### src/rtl/core/bbia_ram.sv
// Simple dual-port synchronous RAM, one write and one registered read port.
module bbia_ram #(
   parameter int DEPTH = 2,
   parameter int WIDTH = 32,
   localparam int AW = $clog2(DEPTH)
) (
   input  logic             clock,
   input  logic             we,
   input  logic [AW-1:0]    waddr,
   input  logic [WIDTH-1:0] wdata,
   input  logic [AW-1:0]    raddr,
   output logic [WIDTH-1:0] rdata
);

   logic [WIDTH-1:0] mem [DEPTH];

   always_ff @(posedge clock) begin
      if (we) mem[waddr] <= wdata;
      rdata <= mem[raddr];
   end

endmodule

### config.mk
export PLATFORM = sky130hd
export DESIGN_NAME = bbia_ram
export DESIGN_NICKNAME = d
export VERILOG_FILES = /design/src/rtl/core/bbia_ram.sv
export SDC_FILE = /design/constraint.sdc
export NUM_CORES = 1
export LEC_CHECK = 0
export ABC_AREA = 1
export ABC_CLOCK_PERIOD_IN_PS = 5150
export BUFFER_PORTS_ARGS = -buffer_cell sky130_fd_sc_hd__buf_2
export CAP_MARGIN = 30
export CORE_MARGIN = 5
export CORE_UTILIZATION = 37
export DETAILED_ROUTE_END_ITERATION = 8
export HOLD_SLACK_MARGIN = 0.1
export PLACE_DENSITY_LB_ADDON = 0.3
export SETUP_SLACK_MARGIN = 0.2
export SKIP_LAST_GASP = 1
export SYNTH_ARGS = -nofsm -noshare
export SYNTH_HDL_FRONTEND = slang
export SYNTH_SLANG_ARGS = --single-unit
### constraint.sdc
create_clock -name clock -period 5.15 [get_ports clock]
set_input_delay 1.03 -clock clock [delete_from_list [all_inputs] [get_ports clock]]
set_output_delay 1.03 -clock clock [all_outputs]
set_load 0.01 [all_outputs]
# Word level (Yosys, flattened, before mapping)
# Memories as Yosys holds them, arrays and structs flattened. A register that Yosys moved wholly into a read port is not among the register bits.
# Cells that the tools add are included.
# Widths: inputs -> output; s select.
[word_totals]
register_bits = 0
mem_bits_rw = 64
out_inout_bits = 32
word_cells = 3
n_memories = 1
[classes]
mux = 2
[mem_list]
columns = ["memory", "depth", "width", "read_ports", "rd_ports_with_merged_regs", "write_ports", "line_no", "source"]
rows = [
  ["mem", 2, 32, 1, 1, 1, "15", "logic [WIDTH-1:0] mem [DEPTH];"],
]
[ops]
columns = ["operator", "count"]
rows = [
  ["$mux 1", 2],
]

# Depth between registers and ports, before layout
# Gate-level depths: netlist of run 1.
[depth]
ltp_word = 2
ltp_mapped = 5
mapped_depth_nobuf = 3

# Least setup slack after synthesis of run 1
# OpenSTA, ideal clock, no wires.
[synth_timing]
kind = "input port to flip-flop"
from = "input port we"
to = "memory mem[0][0] (enable)"
setup_ns = 0.422
arrival_ns = 2.419
t_required_ns = 4.728
setup_slack_ns = 2.309
path_stages = 2
cell_sequence = "inv_1 -> nor2_1"
[synth_between]
elab_chain_len = 2
[synth_lines]
columns = ["item", "line_no", "source"]
rows = [
  ["from (decl)", "8", "input logic we,"],
  ["$mux 1", "18", "if (we) mem[waddr] <= wdata;"],
  ["$mux 1 (implied by the code)", "18", ""],
  ["to (decl)", "15", ""],
]
# No other way between the ends.

# Final worst setup path of run 1
[layout_timing]
from = "input port we"
to = "memory mem[0][20] (enable)"
# The elaborated chain is that of the path after synthesis.

==> results by group, run 1 <==
Outcome
  • Status: finished clean

Finish
  • Nets@finish: approximately 310
  • Reg area: 2562 sq um
  • Fillers: between 700 and 800
  • Design Area, Final: 3654 sq um
  • Area growth, synth to finish: 19.04%
  • Multi-input logic area: 400.4 sq um
  • Share of cells above drive strength 1: 33.81%
  • Antenna Cells: 0

Logic synthesis
  • Most frequent cell after synthesis: nand2_1
  • Synth area leaders: edfxtp_1 (63%), dfxtp_1 (21%), nand2_1 (11%)
  • Netlist cell types: 10
  • Synthesis-stage register bit count: 96
  • FFs w/ async S/R, synth: 0%
  • Yosys Warn Count: 0
  • Synth top cells by count: nand2_1 (87), edfxtp_1 (64), dfxtp_1 (32), nand2_2 (10)
  • Mapped Cells: 204
  • Post-synth EDFFs: 64
  • Leading area contributor after synthesis: edfxtp_1
  • Mapped Area: 3069 sq um
  • Sequential share of the synthesized area: around 83%
  • Area share of the largest cell type after synthesis: 62.62%
  • Avg Inst Size Synth: 15.05 sq um
  • Post-synthesis net count: 240
  • Post-synth top flop: edfxtp_1

STA
  • Fin. max-slew vios: 0
  • Final period util: 37.05%
  • Final TNS setup: 0 ns
  • Slew @ Worst Pin: 0.9313 ns
  • Setup Viol. Count Final: 0
  • Worst Skew: a little under 0.006 ns
  • Relative slew slack: about 38%
  • Tmin final: 1.908 ns
  • Fmax: 524.1 MHz
  • Setup ws final: 3.242 ns
  • RSZ-0062 raised after global routing: no
  • Final Hold Vio Count: 0

Clock network
  • CTS sink count: 96
  • Clk pin slew, worst setup/hold paths: 0.09 ns
  • Root buf cell: clkbuf_8
  • H-tree levels: 3
  • CTS resizes: 0
  • Cts bufs inserted: 9
  • CTS max path bufs: 2
  • Clk_lat worst skew: 0.34 ns
  • CTS tree: yes
  • Hold-fix buffer count after cts: 0
  • Post CTS Setup Buffer Count: 0

Drt
  • Vias per cell: 4.124
  • Drt first pass iters: 4
  • Post-route ant nets: 0
  • Vias: 1592
  • DRC: 0
  • Initial DRC Count: 46
  • Final wirelength: between 4000 and 5000 um
  • Wire per inst: 12.48 um

Power
  • Maximum VDD drop: about 0.00015 V
  • Pwr per Cell Area: 401.0 nW/um^2
  • Leakage: 1.554 nW

Die
  • Core Box Area: 8134 sq um
  • Die width: 101.1 um
  • Die Area: 10220 sq um
  • Row count: 33
  • Initial Util: a little under two fifths
  • Die Y: 101.1 um
  • Ports: 68

Global route
  • Total track usage: 10.03%
  • Met1 usage: 12.01%
  • GR Overflow Total: 0
  • Largest net degree at the start of global routing: 34
  • Busiest grt layer: met2
  • Antenna violations before repair: 0
  • Global Route met3 Usage: 3.875%
  • Met2 Resource Use GR: 15.49%
  • Number of global-route vias before repair: roughly 1600
  • First-pass GRT wire length: 7583 um

Worst setup path
  • Flop-to-flop setup slack: approximately 4.5 ns
  • Slowest-stage cell, CP: nor2_4
  • CP Cell Sequence: buf_2, inv_1, nor2_4
  • Startpoint types: input port
  • Critical path endpoint category: flop
  • Arr. time, crit path: approximately 1.9 ns
  • CP max FO: 32
  • Critical Path Max Stage Delay: 0.71 ns
  • Data required, critical path: 5.12 ns
  • CP Class: in2reg

Placed design
  • Post-DP HPWL: 2865 um
  • Port bufs: 67
  • Dpl ws: 2.808 ns
  • Final GP Congestion: about 0.6
  • Placement Cell Area: about 3500 sq um

Hold path
  • Hold Path Class: reg2reg

Run
  • Max Cap Viol: 0
==> per-layer routing <==
metal | up-vias | wire [um] | part of all wire, %
li1 | 818 | - | -
met1 | 715 | 2100 | 44
met2 | 50 | 2187 | 45
met3 | 9 | 427 | 8.9
met4 | 0 | 102 | 2.1
met5 | - | 0 | 0
==> sequential cells by signal (all words and copies together) (netlist names) <==
register and count:
rdata 32, mem 64
==> area by class of cell <==
type,instances,share of cell area [%]
multi-input cells,98,10.96
repair buffers,68,9.384
clock inverters,5,1.541
clock buffers,11,3.870
well taps,105,3.596
inverters,3,0.5137
flip-flops and latches,96,70.14
==> worst max-delay path: cells and delay by family <==
kind / cells / cell delay, ns
AND/OR/NAND/NOR: 1 / 0.71
buffers and inverters: 2 / 0.13
==> path summary, 6_finish.rpt <==
check	startpoint	endpoint	cells past startpoint
worst min register to register	mem[0][20]	rdata[20]	2
worst max-delay path	we	mem[0][20]	3
worst max register to register	mem[0][2]	rdata[2]	2
worst min-delay path	mem[0][20]	rdata[20]	2
==> cell usage in the layout, fill, tap and decap left out <==
master	n
buf_2	67
buf_4	1
bufinv_16	1
clkbuf_1	1
clkbuf_8	10
clkinv_2	2
clkinv_4	1
clkinvlp_4	1
dfxtp_1	32
edfxtp_1	64
inv_1	2
inv_8	1
nand2_1	87
nand2_2	10
nor2_4	1
==> metrics by stage <==
| step | hold slack [ns] | power, mW | cells | util (%) |
|---|---|---|---|---|
| 3_5_place_dp | 0.4235 | 1.010 | 370 | 42.49 |
| 2_1_floorplan | 0.4119 | 0.9646 | 204 | - |
| 3_3_place_gp | 0.4140 | 1.006 | 370 | 42.49 |
| 6_report | 0.4341 | 1.465 | 386 | 44.92 |
| 4_1_cts | 0.4390 | 1.491 | 386 | 44.92 |
| 5_1_grt | 0.4644 | 1.532 | 386 | 44.92 |
==> cell families (layout without fill, tap and decap cells) <==
group                  Yosys count  in the layout  share of synthesized area, %
DFF                             96             96                         83.49
and+or+nand+nor                 98             98                         12.80
buffers and inverters           10             87                         3.710
==> where the power goes <==
| group | leakage [nW] | switching, mW | internal, mW |
|---|---|---|---|
| clock network | 0.0993 | 0.240 | 0.237 |
| logic | 0.584 | 0.0568 | 0.0359 |
| registers | 0.870 | 0.0135 | 0.881 |
(Power assumes the default switching activity.)
==> run 2, diff against run 1 <==
Settings changed: ABC_AREA 1 to 0, ABC_CLOCK_PERIOD_IN_PS 5150 to 2000.
Clock period 5.15 ns to 2 ns, I/O delays scaled along.
==> run 2 against run 1 <==
Total power increased to 2.6 times the previous value. Synthesized cell count decreased by 34%. Via count decreased by 15%. Critical path depth decreased by 2. Die area increased by 1.5%. First-iteration DRC count decreased by 26%. Cell area increased by 3.6%. Sequential share of layout area decreased by 2.4 points. Global-route usage decreased by 0.80 points. Non-clock buffer count increased by 4. Worst hold slack got worse by 0.19 ns. Largest power group unchanged.
==> results by group, run 2 <==
Clock network
  • Clk_lat worst skew: 0.34 ns
  • H-tree levels: 3
  • Root buf cell: clkbuf_8
  • CTS tree: yes
  • Cts bufs inserted: 9
  • Post CTS Setup Buffer Count: 0
  • CTS sink count: 96
  • CTS resizes: 0
  • Clk pin slew, worst setup/hold paths: 0.09 ns
  • Hold-fix buffer count after cts: 0
  • CTS max path bufs: 2

Worst setup path
  • Worst r2r src: mem[0][12]
  • Worst r2r dst: rdata[12]
  • Arr. time, crit path: 0.80 ns
  • Flop-to-flop setup slack: approximately 1.2 ns
  • Data required, critical path: 1.60 ns
  • Crit path depth: 1
  • WP buf/inv: 1
  • R2R depth: 1
  • CP Class: reg2out
  • CP max FO: 1
  • Slowest-stage cell, CP: dfxtp_1
  • CP top delay family: flip-flops
  • CP Cell Sequence: buf_2
  • Critical path endpoint category: output port
  • Startpoint types: flop
  • Critical Path Max Stage Delay: around 0.33 ns

Die
  • Core Box Area: between 8000 and 9000 sq um
  • Row count: 33
  • Initial Util: 37.96%
  • Die Y: 101.8 um
  • Ports: 68
  • Die Area: 10370 sq um
  • Die width: 101.8 um

Power
  • Leakage: 1.525 nW
  • Maximum VDD drop: 0.0003620 V
  • Power Total: 3.824 mW
  • Pwr per Cell Area: 1010 nW/um^2

Finish
  • Max reg flops: 64
  • Reg area: 2562 sq um
  • Fillers: approximately 720
  • Share of cells above drive strength 1: 55.50%
  • Top Registers: mem x64, rdata x32
  • Multi-input logic area: 494.2 sq um
  • Biggest register: mem
  • Antenna Cells: 0
  • Nets@finish: 249
  • Finished Layout Cells: 323
  • Design Area, Final: approximately 3800 sq um
  • Commonest cells after routing, fill and taps aside: buf_2 (67), edfxtp_1 (64), dfxtp_1 (32), mux2_4 (30), clkbuf_8 (10)
  • Most common library cell in the layout ignoring fill and taps: buf_2
  • Area growth, synth to finish: 21.34%

Logic synthesis
  • Area share of the largest cell type after synthesis: 61.61%
  • Leading area contributor after synthesis: edfxtp_1
  • Sequential share of the synthesized area: 82.15%
  • Mapped Cells: between 100 and 150
  • Synth top cells by count: edfxtp_1 (64), dfxtp_1 (32), mux2_4 (30), buf_12 (3), mux2_2 (2)
  • Post-synth top flop: edfxtp_1
  • Most frequent cell after synthesis: edfxtp_1
  • FFs w/ async S/R, synth: 0%
  • Yosys Warn Count: 0
  • Post-synthesis net count: 170
  • Post-synth EDFFs: 64
  • Netlist cell types: 8
  • Synth area leaders: edfxtp_1 (62%), dfxtp_1 (21%), mux2_4 (14%)
  • Mapped Area: 3119 sq um
  • Synthesis-stage register bit count: 96
  • Avg Inst Size Synth: approximately 23 sq um

Global route
  • Antenna violations before repair: 0
  • First-pass GRT wire length: ~6900 um
  • GR Overflow Total: 0
  • Number of global-route vias before repair: 1374
  • Largest net degree at the start of global routing: 33
  • Total track usage: a little under a tenth

Drt
  • Post-route ant nets: 0
  • DRC: 0
  • Vias: 1349
  • Vias per cell: 4.176
  • Drt first pass iters: 4
  • Final wirelength: 4517 um
  • Initial DRC Count: 34
  • Wire per inst: 13.98 um

STA
  • Setup Viol. Count Final: 0
  • Fmax: 830.7 MHz
  • Final Hold Vio Count: 0
  • Worst hold margin: around 0.24 ns
  • Worst Skew: 0.007746 ns
  • RSZ-0062 raised after global routing: no
  • Fin. max-slew vios: 0
  • Final TNS setup: 0 ns
  • Relative slew slack: 71.33%
  • Slew @ Worst Pin: 0.4301 ns
  • Tmin final: 1.204 ns
  • Final period util: around 60%

Placed design
  • Final GP Congestion: 0.6533
  • Post-DP HPWL: ~3100 um
  • Port bufs: 67
  • Placement Cell Area: 3586 sq um
  • Placed insts: 307

Hold path
  • WHS Path Cells: 1
  • Hold Path Class: in2reg
  • Hold Path Origin: wdata[5]
  • Endpoint, Worst Hold: mem[1][5]

Run
  • Max Cap Viol: 0

Outcome
  • Status: finished clean
run 2: changes by cell type in the layout (fill, tap and decap cells not counted), sizes merged, moves of 2 or more:
| cell | delta |
|---|---|
| clkinv | -2 |
| inv | -3 |
| buf | +4 |
| nand2 | -97 |
| clkinvlp | +2 |
| mux2 | +32 |
run 2: report_power, final:
part,leakage [nW],internal [mW],switching [mW]
Clock,0.0916,0.610,0.619
Combinational,0.563,0.160,0.130
Sequential,0.871,2.27,0.0344
Total,1.52,3.04,0.783
run 2: final cells by class:
class,count,area share (%)
sequential,96,67.70
timing repair buffer,72,10.51
clock buffer,11,3.736
tap,105,3.471
clock inverter,5,1.521
multi-input combinational,34,13.06
run 2: through the flow:
stage / utilization (%) / setup WS, ns
floorplan: - / 0.3213
global placement: 43.64 / 0.5028
detailed placement: 43.64 / 0.4842
CTS: 46.06 / 0.7640
global route: 46.06 / 0.7304
finish: 46.06 / 0.7963
run 2: worst max path at each step:
stage | from | endpoint | slack [ns]
2_1_floorplan | we | mem[0][0] | 0.32
3_3_place_gp | waddr | mem[1][14] | 0.50
3_5_place_dp | waddr | mem[1][10] | 0.48
4_1_cts | rdata[17] | rdata[17] | 0.76
5_1_grt | rdata[0] | rdata[0] | 0.73
6_report | rdata[17] | rdata[17] | 0.80
run 2: routing by layer:
metal | global-route usage (%) | routed length (um) | vias to the layer above
met4 | 6.660 | 104 | 0
met2 | 14.64 | 2261 | 44
met3 | 2.662 | 321 | 10
li1 | - | - | 660
met5 | 0 | 0 | -
met1 | 10.72 | 1831 | 635
run 2: cell families (layout without fill, tap and decap cells):
family / after synthesis / after routing / synth area share, %
flip-flops: 96 / 96 / 82.15
buffers and inverters: 4 / 88 / 2.286
AND/OR/NAND/NOR: 2 / 2 / 0.4014
multiplexers: 32 / 32 / 15.16
